==> src/hw/rtl/csm_pkg.sv <==
`timescale 1ns / 1ps
// ----------------------------------------------------------------------------
// CSS stream minifier package
// Shared types, character codes and byte classifiers.
// ----------------------------------------------------------------------------
package csm_pkg;

  // Entries in the queue between the front and back sides
  localparam int unsigned QUEUE_DEPTH = 2;
  localparam int unsigned QPTR_W      = (QUEUE_DEPTH > 1) ? $clog2(QUEUE_DEPTH) : 1;
  localparam int unsigned QCNT_W      = $clog2(QUEUE_DEPTH + 1);

  // Most result items one input byte can produce
  localparam int unsigned MAX_ITEMS   = 3;

  // Character codes
  localparam logic [7:0] CH_NUL    = 8'h00;
  localparam logic [7:0] CH_SPACE  = 8'h20;
  localparam logic [7:0] CH_DQUOTE = 8'h22;
  localparam logic [7:0] CH_PCT    = 8'h25;
  localparam logic [7:0] CH_SQUOTE = 8'h27;
  localparam logic [7:0] CH_LPAREN = 8'h28;
  localparam logic [7:0] CH_RPAREN = 8'h29;
  localparam logic [7:0] CH_STAR   = 8'h2A;
  localparam logic [7:0] CH_PLUS   = 8'h2B;
  localparam logic [7:0] CH_COMMA  = 8'h2C;
  localparam logic [7:0] CH_MINUS  = 8'h2D;
  localparam logic [7:0] CH_DOT    = 8'h2E;
  localparam logic [7:0] CH_SLASH  = 8'h2F;
  localparam logic [7:0] CH_ZERO   = 8'h30;
  localparam logic [7:0] CH_NINE   = 8'h39;
  localparam logic [7:0] CH_COLON  = 8'h3A;
  localparam logic [7:0] CH_SEMI   = 8'h3B;
  localparam logic [7:0] CH_GT     = 8'h3E;
  localparam logic [7:0] CH_UC_A   = 8'h41;
  localparam logic [7:0] CH_UC_Z   = 8'h5A;
  localparam logic [7:0] CH_BSLASH = 8'h5C;
  localparam logic [7:0] CH_LC_A   = 8'h61;
  localparam logic [7:0] CH_LC_Z   = 8'h7A;
  localparam logic [7:0] CH_LBRACE = 8'h7B;
  localparam logic [7:0] CH_RBRACE = 8'h7D;
  localparam logic [7:0] CH_TILDE  = 8'h7E;
  localparam logic [7:0] CH_TAB    = 8'h09;
  localparam logic [7:0] CH_CR     = 8'h0D;

  typedef struct packed {
    logic [7:0] out_byte;
    logic       byte_valid;
    logic       last;
  } item_t;

  typedef struct packed {
    logic [1:0]                cnt;
    item_t [MAX_ITEMS-1:0]     items;
  } entry_t;

  function automatic logic is_ws(input logic [7:0] c);
    return (c == CH_SPACE) || ((c >= CH_TAB) && (c <= CH_CR));
  endfunction

  function automatic logic is_alpha(input logic [7:0] c);
    return ((c >= CH_UC_A) && (c <= CH_UC_Z)) || ((c >= CH_LC_A) && (c <= CH_LC_Z));
  endfunction

  function automatic logic is_digit(input logic [7:0] c);
    return (c >= CH_ZERO) && (c <= CH_NINE);
  endfunction

  function automatic logic is_punct(input logic [7:0] c);
    return (c == CH_LBRACE) || (c == CH_RBRACE) || (c == CH_COLON) ||
           (c == CH_SEMI) || (c == CH_COMMA) || (c == CH_GT) ||
           (c == CH_TILDE) || (c == CH_LPAREN) || (c == CH_RPAREN);
  endfunction

endpackage

==> src/hw/rtl/csm_in_if.sv <==
`timescale 1ns / 1ps
// ----------------------------------------------------------------------------
// CSS minifier input channel
// Valid/ready channel carrying one text byte per item.
// ----------------------------------------------------------------------------
interface csm_in_if;
  logic       valid;
  logic       ready;
  logic [7:0] in_byte;

  modport source (output valid, output in_byte, input ready);
  modport sink   (input valid, input in_byte, output ready);
endinterface

==> src/hw/rtl/csm_out_if.sv <==
`timescale 1ns / 1ps
// ----------------------------------------------------------------------------
// CSS minifier output channel
// Valid/ready channel carrying one minified byte or end marker per item.
// ----------------------------------------------------------------------------
interface csm_out_if;
  logic       valid;
  logic       ready;
  logic [7:0] out_byte;
  logic       byte_valid;
  logic       last;

  modport source (output valid, output out_byte, output byte_valid, output last,
                  input ready);
  modport sink   (input valid, input out_byte, input byte_valid, input last,
                  output ready);
endinterface

==> src/hw/rtl/csm_front.sv <==
`timescale 1ns / 1ps
// ----------------------------------------------------------------------------
// CSS minifier front end
// Accepts text bytes, tracks lexer state one byte behind the input and
// packs the output items that an input byte yields, if any, into one queue entry.
// ----------------------------------------------------------------------------
module csm_front (
  input  logic             clk_i,
  input  logic             rst_ni,
  csm_in_if.sink           in_i,
  input  logic             full_i,
  output logic             push_o,
  output csm_pkg::entry_t  entry_o
);

  logic [7:0] la_byte_q, la_byte_d;
  logic       la_valid_q, la_valid_d;
  logic [7:0] held_byte_q, held_byte_d;
  logic       held_valid_q, held_valid_d;
  logic [7:0] prior_q, prior_d;
  logic       at_start_q, at_start_d;
  logic       comment_q, comment_d;
  logic       skip_q, skip_d;
  logic [7:0] quote_q, quote_d;
  logic       esc_q, esc_d;
  logic       gap_q, gap_d;
  logic       unit_q, unit_d;

  logic accept;

  assign in_i.ready = !full_i;
  assign accept     = in_i.valid && !full_i;

  always_comb begin
    logic [7:0]      c;
    logic [7:0]      nx;
    logic [7:0]      hb;
    logic            hv;
    logic            drop;
    logic            esc_n;
    logic            live;
    logic [1:0]      np;
    logic [1:0][7:0] pb;
    logic [1:0]      k;
    csm_pkg::entry_t ent;

    la_byte_d    = la_byte_q;
    la_valid_d   = la_valid_q;
    prior_d      = prior_q;
    at_start_d   = at_start_q;
    comment_d    = comment_q;
    skip_d       = skip_q;
    quote_d      = quote_q;
    esc_d        = esc_q;
    gap_d        = gap_q;
    unit_d       = unit_q;

    c     = la_byte_q;
    nx    = in_i.in_byte;
    hb    = held_byte_q;
    hv    = held_valid_q;
    drop  = 1'b0;
    esc_n = 1'b0;
    live  = 1'b1;
    np    = 2'd0;
    pb    = '0;
    k     = 2'd0;
    ent   = '0;

    if (accept && la_valid_q) begin
      at_start_d = 1'b0;
      prior_d    = c;
      if (skip_q) begin
        skip_d = 1'b0;
      end else begin
        if (unit_q) begin
          if (csm_pkg::is_alpha(c) || (c == csm_pkg::CH_PCT)) begin
            live = 1'b0;
          end else begin
            unit_d = 1'b0;
          end
        end
        if (live) begin
          if (comment_q) begin
            if ((c == csm_pkg::CH_STAR) && (nx == csm_pkg::CH_SLASH)) begin
              comment_d = 1'b0;
              skip_d    = 1'b1;
            end
          end else if ((quote_q == csm_pkg::CH_NUL) && (c == csm_pkg::CH_SLASH) &&
                       (nx == csm_pkg::CH_STAR)) begin
            comment_d = 1'b1;
            skip_d    = 1'b1;
          end else if (quote_q != csm_pkg::CH_NUL) begin
            np    = 2'd1;
            pb[0] = c;
            esc_n = !esc_q && (c == csm_pkg::CH_BSLASH);
            esc_d = esc_n;
            if (!esc_n && (c == quote_q)) begin
              quote_d = csm_pkg::CH_NUL;
            end
          end else if ((c == csm_pkg::CH_DQUOTE) || (c == csm_pkg::CH_SQUOTE)) begin
            quote_d = c;
            esc_d   = 1'b0;
            np      = 2'd1;
            pb[0]   = c;
          end else if (csm_pkg::is_ws(c)) begin
            gap_d = 1'b1;
          end else if (csm_pkg::is_punct(c)) begin
            drop = (c == csm_pkg::CH_RBRACE) && held_valid_q &&
                   (held_byte_q == csm_pkg::CH_SEMI);
            if ((c == csm_pkg::CH_LPAREN) && held_valid_q &&
                ((held_byte_q == csm_pkg::CH_PLUS) || (held_byte_q == csm_pkg::CH_MINUS))) begin
              np    = 2'd2;
              pb[0] = csm_pkg::CH_SPACE;
              pb[1] = c;
            end else begin
              np    = 2'd1;
              pb[0] = c;
            end
            gap_d = 1'b0;
          end else begin
            // Insert a separating space unless the held byte already separates
            if (gap_q && held_valid_q && (held_byte_q != csm_pkg::CH_LBRACE) &&
                (held_byte_q != csm_pkg::CH_COLON) && (held_byte_q != csm_pkg::CH_COMMA) &&
                (held_byte_q != csm_pkg::CH_SEMI)) begin
              np    = 2'd1;
              pb[0] = csm_pkg::CH_SPACE;
            end
            gap_d = 1'b0;
            if ((c == csm_pkg::CH_ZERO) &&
                (csm_pkg::is_alpha(nx) || (nx == csm_pkg::CH_PCT)) &&
                (at_start_q || (!csm_pkg::is_digit(prior_q) && (prior_q != csm_pkg::CH_DOT)))) begin
              pb[np[0]] = csm_pkg::CH_ZERO;
              unit_d    = 1'b1;
            end else begin
              pb[np[0]] = c;
            end
            np = np + 2'd1;
          end
        end
      end
    end

    // Each put sends the held byte on and holds the new one
    if (drop) begin
      hv = 1'b0;
    end
    for (int i = 0; i < 2; i++) begin
      if (2'(i) < np) begin
        if (hv) begin
          ent.items[k] = '{out_byte: hb, byte_valid: 1'b1, last: 1'b0};
          k = k + 2'd1;
        end
        hb = pb[i];
        hv = 1'b1;
      end
    end
    held_byte_d  = hb;
    held_valid_d = hv;

    if (accept) begin
      if (nx != csm_pkg::CH_NUL) begin
        la_byte_d  = nx;
        la_valid_d = 1'b1;
      end else begin
        // Terminator: flush the held byte as the final item and restart
        if (hv) begin
          ent.items[k] = '{out_byte: hb, byte_valid: 1'b1, last: 1'b1};
        end else begin
          ent.items[k] = '{out_byte: csm_pkg::CH_NUL, byte_valid: 1'b0, last: 1'b1};
        end
        k            = k + 2'd1;
        la_byte_d    = csm_pkg::CH_NUL;
        la_valid_d   = 1'b0;
        held_byte_d  = csm_pkg::CH_NUL;
        held_valid_d = 1'b0;
        prior_d      = csm_pkg::CH_NUL;
        at_start_d   = 1'b1;
        comment_d    = 1'b0;
        skip_d       = 1'b0;
        quote_d      = csm_pkg::CH_NUL;
        esc_d        = 1'b0;
        gap_d        = 1'b0;
        unit_d       = 1'b0;
      end
    end

    ent.cnt = k;
    entry_o = ent;
    push_o  = accept && (k != 2'd0);
  end

  always_ff @(posedge clk_i or negedge rst_ni) begin
    if (!rst_ni) begin
      la_byte_q    <= '0;
      la_valid_q   <= 1'b0;
      held_byte_q  <= '0;
      held_valid_q <= 1'b0;
      prior_q      <= '0;
      at_start_q   <= 1'b1;
      comment_q    <= 1'b0;
      skip_q       <= 1'b0;
      quote_q      <= '0;
      esc_q        <= 1'b0;
      gap_q        <= 1'b0;
      unit_q       <= 1'b0;
    end else begin
      la_byte_q    <= la_byte_d;
      la_valid_q   <= la_valid_d;
      held_byte_q  <= held_byte_d;
      held_valid_q <= held_valid_d;
      prior_q      <= prior_d;
      at_start_q   <= at_start_d;
      comment_q    <= comment_d;
      skip_q       <= skip_d;
      quote_q      <= quote_d;
      esc_q        <= esc_d;
      gap_q        <= gap_d;
      unit_q       <= unit_d;
    end
  end

endmodule

==> src/hw/rtl/csm_queue.sv <==
`timescale 1ns / 1ps
// ----------------------------------------------------------------------------
// CSS minifier entry queue
// Small register queue of output entries between the front and back sides.
// ----------------------------------------------------------------------------
module csm_queue (
  input  logic             clk_i,
  input  logic             rst_ni,
  input  logic             push_i,
  input  csm_pkg::entry_t  entry_i,
  output logic             full_o,
  input  logic             pop_i,
  output logic             head_valid_o,
  output csm_pkg::entry_t  head_o
);

  csm_pkg::entry_t                   mem_q [csm_pkg::QUEUE_DEPTH];
  logic [csm_pkg::QPTR_W-1:0]        wr_ptr_q, wr_ptr_d;
  logic [csm_pkg::QPTR_W-1:0]        rd_ptr_q, rd_ptr_d;
  logic [csm_pkg::QCNT_W-1:0]        count_q, count_d;

  assign full_o       = (count_q == csm_pkg::QCNT_W'(csm_pkg::QUEUE_DEPTH));
  assign head_valid_o = (count_q != '0);
  assign head_o       = mem_q[rd_ptr_q];

  function automatic logic [csm_pkg::QPTR_W-1:0] ptr_inc(input logic [csm_pkg::QPTR_W-1:0] p);
    if (p == csm_pkg::QPTR_W'(csm_pkg::QUEUE_DEPTH - 1)) begin
      return '0;
    end
    return p + 1'b1;
  endfunction

  always_comb begin
    wr_ptr_d = push_i ? ptr_inc(wr_ptr_q) : wr_ptr_q;
    rd_ptr_d = pop_i ? ptr_inc(rd_ptr_q) : rd_ptr_q;
    count_d  = count_q;
    if (push_i && !pop_i) begin
      count_d = count_q + 1'b1;
    end else if (!push_i && pop_i) begin
      count_d = count_q - 1'b1;
    end
  end

  always_ff @(posedge clk_i) begin
    if (push_i) begin
      mem_q[wr_ptr_q] <= entry_i;
    end
  end

  always_ff @(posedge clk_i or negedge rst_ni) begin
    if (!rst_ni) begin
      wr_ptr_q <= '0;
      rd_ptr_q <= '0;
      count_q  <= '0;
    end else begin
      wr_ptr_q <= wr_ptr_d;
      rd_ptr_q <= rd_ptr_d;
      count_q  <= count_d;
    end
  end

`ifndef NO_ASSERTIONS
  a_no_push_full: assert property (@(posedge clk_i) disable iff (!rst_ni)
    full_o |-> !push_i)
    else $error("queue pushed while full");

  a_no_pop_empty: assert property (@(posedge clk_i) disable iff (!rst_ni)
    pop_i |-> head_valid_o)
    else $error("queue popped while empty");

  a_count_bound: assert property (@(posedge clk_i) disable iff (!rst_ni)
    count_q <= csm_pkg::QCNT_W'(csm_pkg::QUEUE_DEPTH))
    else $error("queue count out of range");
`endif

endmodule

==> src/hw/rtl/csm_back.sv <==
`timescale 1ns / 1ps
// ----------------------------------------------------------------------------
// CSS minifier back end
// Walks the items of the head queue entry and issues one per cycle, while
// the output is ready, through a registered output stage.
// ----------------------------------------------------------------------------
module csm_back (
  input  logic             clk_i,
  input  logic             rst_ni,
  input  logic             head_valid_i,
  input  csm_pkg::entry_t  head_i,
  output logic             pop_o,
  csm_out_if.source        out_o
);

  logic [1:0]      idx_q, idx_d;
  logic            out_valid_q, out_valid_d;
  csm_pkg::item_t  item_q;
  logic            load;
  logic            last_idx;

  assign load     = head_valid_i && (!out_valid_q || out_o.ready);
  assign last_idx = (idx_q == (head_i.cnt - 2'd1));
  assign pop_o    = load && last_idx;

  always_comb begin
    idx_d       = idx_q;
    out_valid_d = out_valid_q;
    if (load) begin
      idx_d       = last_idx ? 2'd0 : (idx_q + 2'd1);
      out_valid_d = 1'b1;
    end else if (out_o.ready) begin
      out_valid_d = 1'b0;
    end
  end

  // Payload register: refill only when the stage is empty or drains
  always_ff @(posedge clk_i) begin
    if (load) begin
      item_q <= head_i.items[idx_q];
    end
  end

  always_ff @(posedge clk_i or negedge rst_ni) begin
    if (!rst_ni) begin
      idx_q       <= 2'd0;
      out_valid_q <= 1'b0;
    end else begin
      idx_q       <= idx_d;
      out_valid_q <= out_valid_d;
    end
  end

  assign out_o.valid      = out_valid_q;
  assign out_o.out_byte   = item_q.out_byte;
  assign out_o.byte_valid = item_q.byte_valid;
  assign out_o.last       = item_q.last;

`ifndef NO_ASSERTIONS
  a_idx_in_entry: assert property (@(posedge clk_i) disable iff (!rst_ni)
    head_valid_i |-> (idx_q < head_i.cnt))
    else $error("item index beyond head entry");

  a_entry_nonempty: assert property (@(posedge clk_i) disable iff (!rst_ni)
    head_valid_i |-> (head_i.cnt != 2'd0))
    else $error("empty entry in queue");

  a_marker_is_last: assert property (@(posedge clk_i) disable iff (!rst_ni)
    out_valid_q |-> (item_q.byte_valid || item_q.last))
    else $error("bare end marker without last");

  a_idx_idle: assert property (@(posedge clk_i) disable iff (!rst_ni)
    !head_valid_i |-> (idx_q == 2'd0))
    else $error("item index left mid-entry");
`endif

endmodule

==> src/hw/rtl/css_stream_minifier_top.sv <==
`timescale 1ns / 1ps
// ----------------------------------------------------------------------------
// CSS stream minifier
// Streaming CSS minifier: one text byte in, minified bytes out.
// ----------------------------------------------------------------------------
// The block takes one text byte per cycle and issues at most one result item
// per cycle. Output runs one byte behind input: a byte is held until the next
// one arrives so a ';' before '}' can be dropped and a space can be inserted.
// A byte that yields two results (a space plus a token) or the zero terminator
// (up to three results) occupies the single-item output stage for each of its
// results in turn, so on a steady stream of such bytes the input must wait.
// The two-entry queue between the lexer front end and the output
// side lets the input run on through bytes that yield nothing (whitespace,
// comments) while the output side catches up; the input also stalls whenever
// the output side is held back and the queue fills.
// Byte 0 ends a text, flushes the held byte with last set (a bare end marker
// for empty output) and restarts the lexer for the next text.
// ----------------------------------------------------------------------------
module css_stream_minifier_top (
  input  logic      clk_i,
  input  logic      rst_ni,
  csm_in_if.sink    in_i,
  csm_out_if.source out_o
);

  logic            push;
  logic            full;
  logic            pop;
  logic            head_valid;
  csm_pkg::entry_t entry;
  csm_pkg::entry_t head;

  csm_front u_front (
    .clk_i   (clk_i),
    .rst_ni  (rst_ni),
    .in_i    (in_i),
    .full_i  (full),
    .push_o  (push),
    .entry_o (entry)
  );

  csm_queue u_queue (
    .clk_i        (clk_i),
    .rst_ni       (rst_ni),
    .push_i       (push),
    .entry_i      (entry),
    .full_o       (full),
    .pop_i        (pop),
    .head_valid_o (head_valid),
    .head_o       (head)
  );

  csm_back u_back (
    .clk_i        (clk_i),
    .rst_ni       (rst_ni),
    .head_valid_i (head_valid),
    .head_i       (head),
    .pop_o        (pop),
    .out_o        (out_o)
  );

endmodule

==> src/flat_wrapper.sv <==
// flat-port wrapper written by rule: the top's interface ports become plain ports
module css_stream_minifier_top_flat 
  (clk_i, rst_ni, in_i_valid, in_i_in_byte, in_i_ready, out_o_valid, out_o_out_byte, out_o_byte_valid, out_o_last, out_o_ready);
  csm_in_if in_i_i ();
  csm_out_if out_o_i ();
  input  logic clk_i;
  input  logic rst_ni;
  input wire logic [$bits(in_i_i.valid)-1:0] in_i_valid;
  input wire logic [$bits(in_i_i.in_byte)-1:0] in_i_in_byte;
  output wire logic [$bits(in_i_i.ready)-1:0] in_i_ready;
  output wire logic [$bits(out_o_i.valid)-1:0] out_o_valid;
  output wire logic [$bits(out_o_i.out_byte)-1:0] out_o_out_byte;
  output wire logic [$bits(out_o_i.byte_valid)-1:0] out_o_byte_valid;
  output wire logic [$bits(out_o_i.last)-1:0] out_o_last;
  input wire logic [$bits(out_o_i.ready)-1:0] out_o_ready;
  assign in_i_i.valid = in_i_valid;
  assign in_i_i.in_byte = in_i_in_byte;
  assign in_i_ready = in_i_i.ready;
  assign out_o_valid = out_o_i.valid;
  assign out_o_out_byte = out_o_i.out_byte;
  assign out_o_byte_valid = out_o_i.byte_valid;
  assign out_o_last = out_o_i.last;
  assign out_o_i.ready = out_o_ready;
  css_stream_minifier_top u_core (.clk_i(clk_i), .rst_ni(rst_ni), .in_i(in_i_i), .out_o(out_o_i));
endmodule
==> config.mk <==
export PLATFORM = sky130hd
export DESIGN_NAME = css_stream_minifier_top_flat
export DESIGN_NICKNAME = d
export VERILOG_FILES = /design/src/hw/rtl/csm_pkg.sv /design/src/hw/rtl/csm_in_if.sv /design/src/hw/rtl/csm_out_if.sv /design/src/hw/rtl/csm_front.sv /design/src/hw/rtl/csm_queue.sv /design/src/hw/rtl/csm_back.sv /design/src/hw/rtl/css_stream_minifier_top.sv /design/src/flat_wrapper.sv
export SDC_FILE = /design/constraint.sdc
export NUM_CORES = 1
export LEC_CHECK = 0
export ABC_AREA = 1
export BUFFER_PORTS_ARGS = -buffer_cell sky130_fd_sc_hd__buf_2
export CAP_MARGIN = 0
export CELL_PAD_IN_SITES_DETAIL_PLACEMENT = 0
export CELL_PAD_IN_SITES_GLOBAL_PLACEMENT = 1
export CORE_UTILIZATION = 49
export DETAILED_ROUTE_END_ITERATION = 8
export PLACE_DENSITY = 0.78
export SLEW_MARGIN = 40
export SYNTH_ARGS = -nofsm -noshare
export SYNTH_HDL_FRONTEND = slang
export SYNTH_HIERARCHICAL = 1
export SYNTH_SLANG_ARGS = --single-unit
==> constraint.sdc <==
create_clock -name clk_i -period 5.9 [get_ports clk_i]
set_clock_uncertainty 0.15 [all_clocks]
set_input_delay 0 -clock clk_i [delete_from_list [all_inputs] [get_ports clk_i]]
set_output_delay 0 -clock clk_i [all_outputs]
set_load 0.02 [all_outputs]
==> impl_metrics.tcl <==
set metrics [dict create \
    yosysWarnings 6 \
    fill_cells 1196 \
    synth.cells.most_frequent "180 x sky130_fd_sc_hd__nand2_1, 85 x sky130_fd_sc_hd__inv_1, 77 x sky130_fd_sc_hd__nor2_1, 74 x sky130_fd_sc_hd__edfxtp_1, 59 x sky130_fd_sc_hd__nand3_1" \
    crit_path_max_delay_cell_type "sky130_fd_sc_hd__nor2_1" \
    place.gp.congestion 0.920 \
    max_rail_drop_vdd_mv 0.203 \
    finish.cell_count_without_fillers 1005 \
    kind_of_cell_adding_the_most_delay_to_the_critical_path "simple AND/OR/NAND/NOR gates" \
    synthSimpleGateAreaFrac 0.283 \
    net_count_after_synthesis 782 \
    rsz0062_at_grt "false" \
    vias_in_the_first_global_route 5208 \
    grt_antenna_before_repair 0 \
    global_route.usage.total 0.244 \
    critPathMaxFanout 32 \
    worst_path_most_repeated_cell "sky130_fd_sc_hd__nand2_1" \
    critPathLaunchType "flip-flop" \
    place_hpwl_um 11400 \
    post_synth_main_area_contributors "sky130_fd_sc_hd__edfxtp_1 32%, sky130_fd_sc_hd__dfrtp_1 17%, sky130_fd_sc_hd__nand2_1 9.7%" \
    post-route-util 0.573 \
    cp.required_ps 5820 \
    port_buffers 23 \
    worst_r2r_end "u_core/u_queue/mem_q[0][23]" \
    netlist_instances 765 \
    synth_top_family_by_area "simple AND/OR/NAND/NOR gates" \
    wl_um 16400 \
    tightestPinTransition_ps 733 \
    num_io_pins 24 \
    run_status "completed" \
    htree_num_levels 4 \
    cts_tree "built" \
    ff_latch_area_um2 3400 \
    path_category_of_the_worst_min_delay_check "primary input to asynchronous set/reset pin" \
    synth-async-reset-ratio 0.388 \
    power_per_cell_area_nw_per_um2 443 \
    p_leak_nw 3.71 \
    die_h_um 121 \
    yosysTopAreaCell "sky130_fd_sc_hd__edfxtp_1" \
    criticalPathCategory "flip-flop to flip-flop" \
    core-area_um2 13900 \
    max_slew_margin 0.511 \
    die-area_um2 14700 \
    synth-edff-count 74 \
    synthesis.area_per_instance_um2 9.10 \
    start_util 0.501 \
    path_clk_slew_ps 50 \
    hold_viol_final 0 \
    path_cells "inv_1, nor2_1, nor2_1, buf_4, nand2_1, nor2_1, nand3_1, nor3_1, nand3_1, nand2_1, inv_1, ha_1, nand3_2, nand3_2, nand2_1, nand2_1, inv_1, nor2_2, buf_4" \
    inserted_diodes 0 \
    dr.pass1.iters 5 \
    yosys.cell_count.top_type "sky130_fd_sc_hd__nand2_1" \
    maxClockFrequency_ghz 0.242 \
    globalRouteOverflowTotal 0 \
    synthAdderAreaFrac 0.00899 \
    postCtsSetupRepairBufs 0 \
    fin_setup_tns_ps 0 \
    post-place-cells 948 \
    nNetsFinal 831 \
    final_min_period_over_clock_period 0.700 \
    multi_input_comb_area_um2 2980 \
    cts.sinks 121 \
    totalPowerFinal_mw 3.52 \
    die_outline_width_um 121 \
    post_route_cells_drive_above_1_share 0.205 \
    dominantRegCellSynth "sky130_fd_sc_hd__edfxtp_1" \
    maxSlewViolCount 0 \
    p_r_area_growth_vs_syn_pct 14.3 \
    core.rowCount 43 \
    dr_total_vias 5278 \
    ant_nets 0 \
    rrSetupSlack_ps 1770 \
    flop_and_latch_count_out_of_synthesis 121 \
    clock_root_cell "sky130_fd_sc_hd__clkbuf_16" \
    setup_viol_count_final 0 \
    syn_area_um2 6960 \
    critical_path_arrival_ps 4050 \
    critical_path.max_stage_delay_ps 420 \
    via_per_inst 5.25 \
    cts-buffers-inserted 17 \
    muxShareOfSynthArea 0.0674 \
    timing.critical_path.buf_inv 5 \
    worst-r2r-cell-count 19 \
    post_synth_num_cell_types 43 \
    worst_r2r_startpoint "u_core/u_queue/count_q[1]" \
    drv.max_cap_violation_count 0 \
    detail_route.wl_per_cell_um 16.3 \
    cp-end-kind "flip-flop" \
    cts_max_path_buffers 2 \
    clk-insertion-delay-late_ps 420 \
    synth_xor_area_frac 0.00881 \
    grt_pass1_wl_um 26700 \
    synthDominantCellAreaShare 0.319 \
    yosysSeqAreaShare 0.488 \
    drc_errors 0 \
    min_period_ps 4130 \
    synth_compound_gate_area_share 0.0597 \
    dr.first_iter.drc_count 460 \
    grt_start_max_net_pins 48 \
]
[routing by layer]
metal | share of wire | vias to the layer above | global-route usage
met5 | 0 | - | 0
li1 | - | 2614 | -
met2 | 0.51 | 138 | 0.429
met3 | 0.035 | 26 | 0.0503
met1 | 0.43 | 2500 | 0.290
met4 | 0.021 | 0 | 0.0965
[worst min-delay path, delay by kind of cell]
family | cells | cell delay, ps
buf+inv | 3 | 1120
[cells in the final DEF (no fill, tap or decap), types with 4 or more instances in the layout]
master                          Yosys  layout
sky130_fd_sc_hd__nor2_1            77      76
sky130_fd_sc_hd__mux2_4            29      29
sky130_fd_sc_hd__nand2_4            4       4
sky130_fd_sc_hd__inv_1             85      85
sky130_fd_sc_hd__nand2_1          180     179
sky130_fd_sc_hd__inv_2             16      16
sky130_fd_sc_hd__edfxtp_1          74      74
sky130_fd_sc_hd__xor2_1             4       4
sky130_fd_sc_hd__o21ai_0           27      27
sky130_fd_sc_hd__o21ai_2           11      11
sky130_fd_sc_hd__clkbuf_16          0      17
sky130_fd_sc_hd__nand3_1           59      59
sky130_fd_sc_hd__a21oi_1           15      15
sky130_fd_sc_hd__o21ai_1           11      11
sky130_fd_sc_hd__nand3_2            7       7
sky130_fd_sc_hd__nor2_4            17      17
sky130_fd_sc_hd__nor3_1             8       8
sky130_fd_sc_hd__dfrtp_1           46      45
sky130_fd_sc_hd__buf_2              5      23
sky130_fd_sc_hd__buf_4              6       4
sky130_fd_sc_hd__dlygate4sd3_1      0      27
sky130_fd_sc_hd__ha_1               5       5
sky130_fd_sc_hd__nor2_2             7       8
sky130_fd_sc_hd__nand2_2           12      13
sky130_fd_sc_hd__nand4_1           19      19
[repair_timing]
action	4_1_cts	5_1_grt
hold endpoints to repair	60	0
resized for setup	0	0
hold buffers	27	0
[logic make-up after synthesis]
kind of cell / count (synthesis)
XOR/XNOR: 7
buffers and inverters: 126
flip-flops: 121
multiplexers: 32
adder cells (fa/ha/maj): 5
AO/OA/AOI/OAI: 71
AND/OR/NAND/NOR: 403
[metrics by stage]
stage	setup WS [ps]	cell area, um^2	hold slack (ps)
3_5_place_dp	1790	7140	8.28
3_3_place_gp	1880	7140	-3.74
4_1_cts	1770	7950	96.9
2_1_floorplan	1730	6960	-446
5_1_grt	1360	7950	141
6_report	1770	7950	92.0
[how the worst max path moves through the flow]
stage                     slack (ps)                      start                     endpoint  cells past startpoint
final                           1770  u_core/u_queue/count_q[1]  u_core/u_queue/mem_q[0][23]                     19
after detailed placement        1790  u_core/u_queue/count_q[1]  u_core/u_queue/mem_q[0][13]                     19
after floorplan                 1730  u_core/u_queue/count_q[1]   u_core/u_queue/mem_q[0][0]                     17
after global routing            1360  u_core/u_queue/count_q[1]  u_core/u_queue/mem_q[0][23]                     19
after global placement          1880  u_core/u_queue/count_q[1]  u_core/u_queue/mem_q[0][14]                     19
after CTS                       1770  u_core/u_queue/count_q[1]  u_core/u_queue/mem_q[0][14]                     19
[area by class of cell]
type	instances	area share
clock buffer	20	0.0549
multi-input combinational	518	0.375
sequential	121	0.428
tap	180	0.0283
clock inverter	10	0.0132
inverter	102	0.0483
timing repair buffer	54	0.0522
[power by group]
group          switching, mW  internal, mW  total, mW
Clock                  0.356         0.609      0.965
Combinational          0.761         0.494       1.25
Sequential             0.229          1.07       1.30
[sequential cells by signal, indices dropped and copies added, names as in the netlist, 2 cells and up]
| name | flops |
|---|---|
| u_core/u_queue/count_q | 2 |
| u_core/u_front/prior_q | 8 |
| u_core/u_front/held_byte_q | 8 |
| u_core/u_queue/mem_q | 64 |
| u_core/u_front/la_byte_q | 8 |
| u_core/u_front/quote_q | 8 |
| u_core/u_back/idx_q | 2 |
| u_core/u_back/out_o.out_byte | 8 |
No activity file was read; power rests on OpenSTA's default activity.
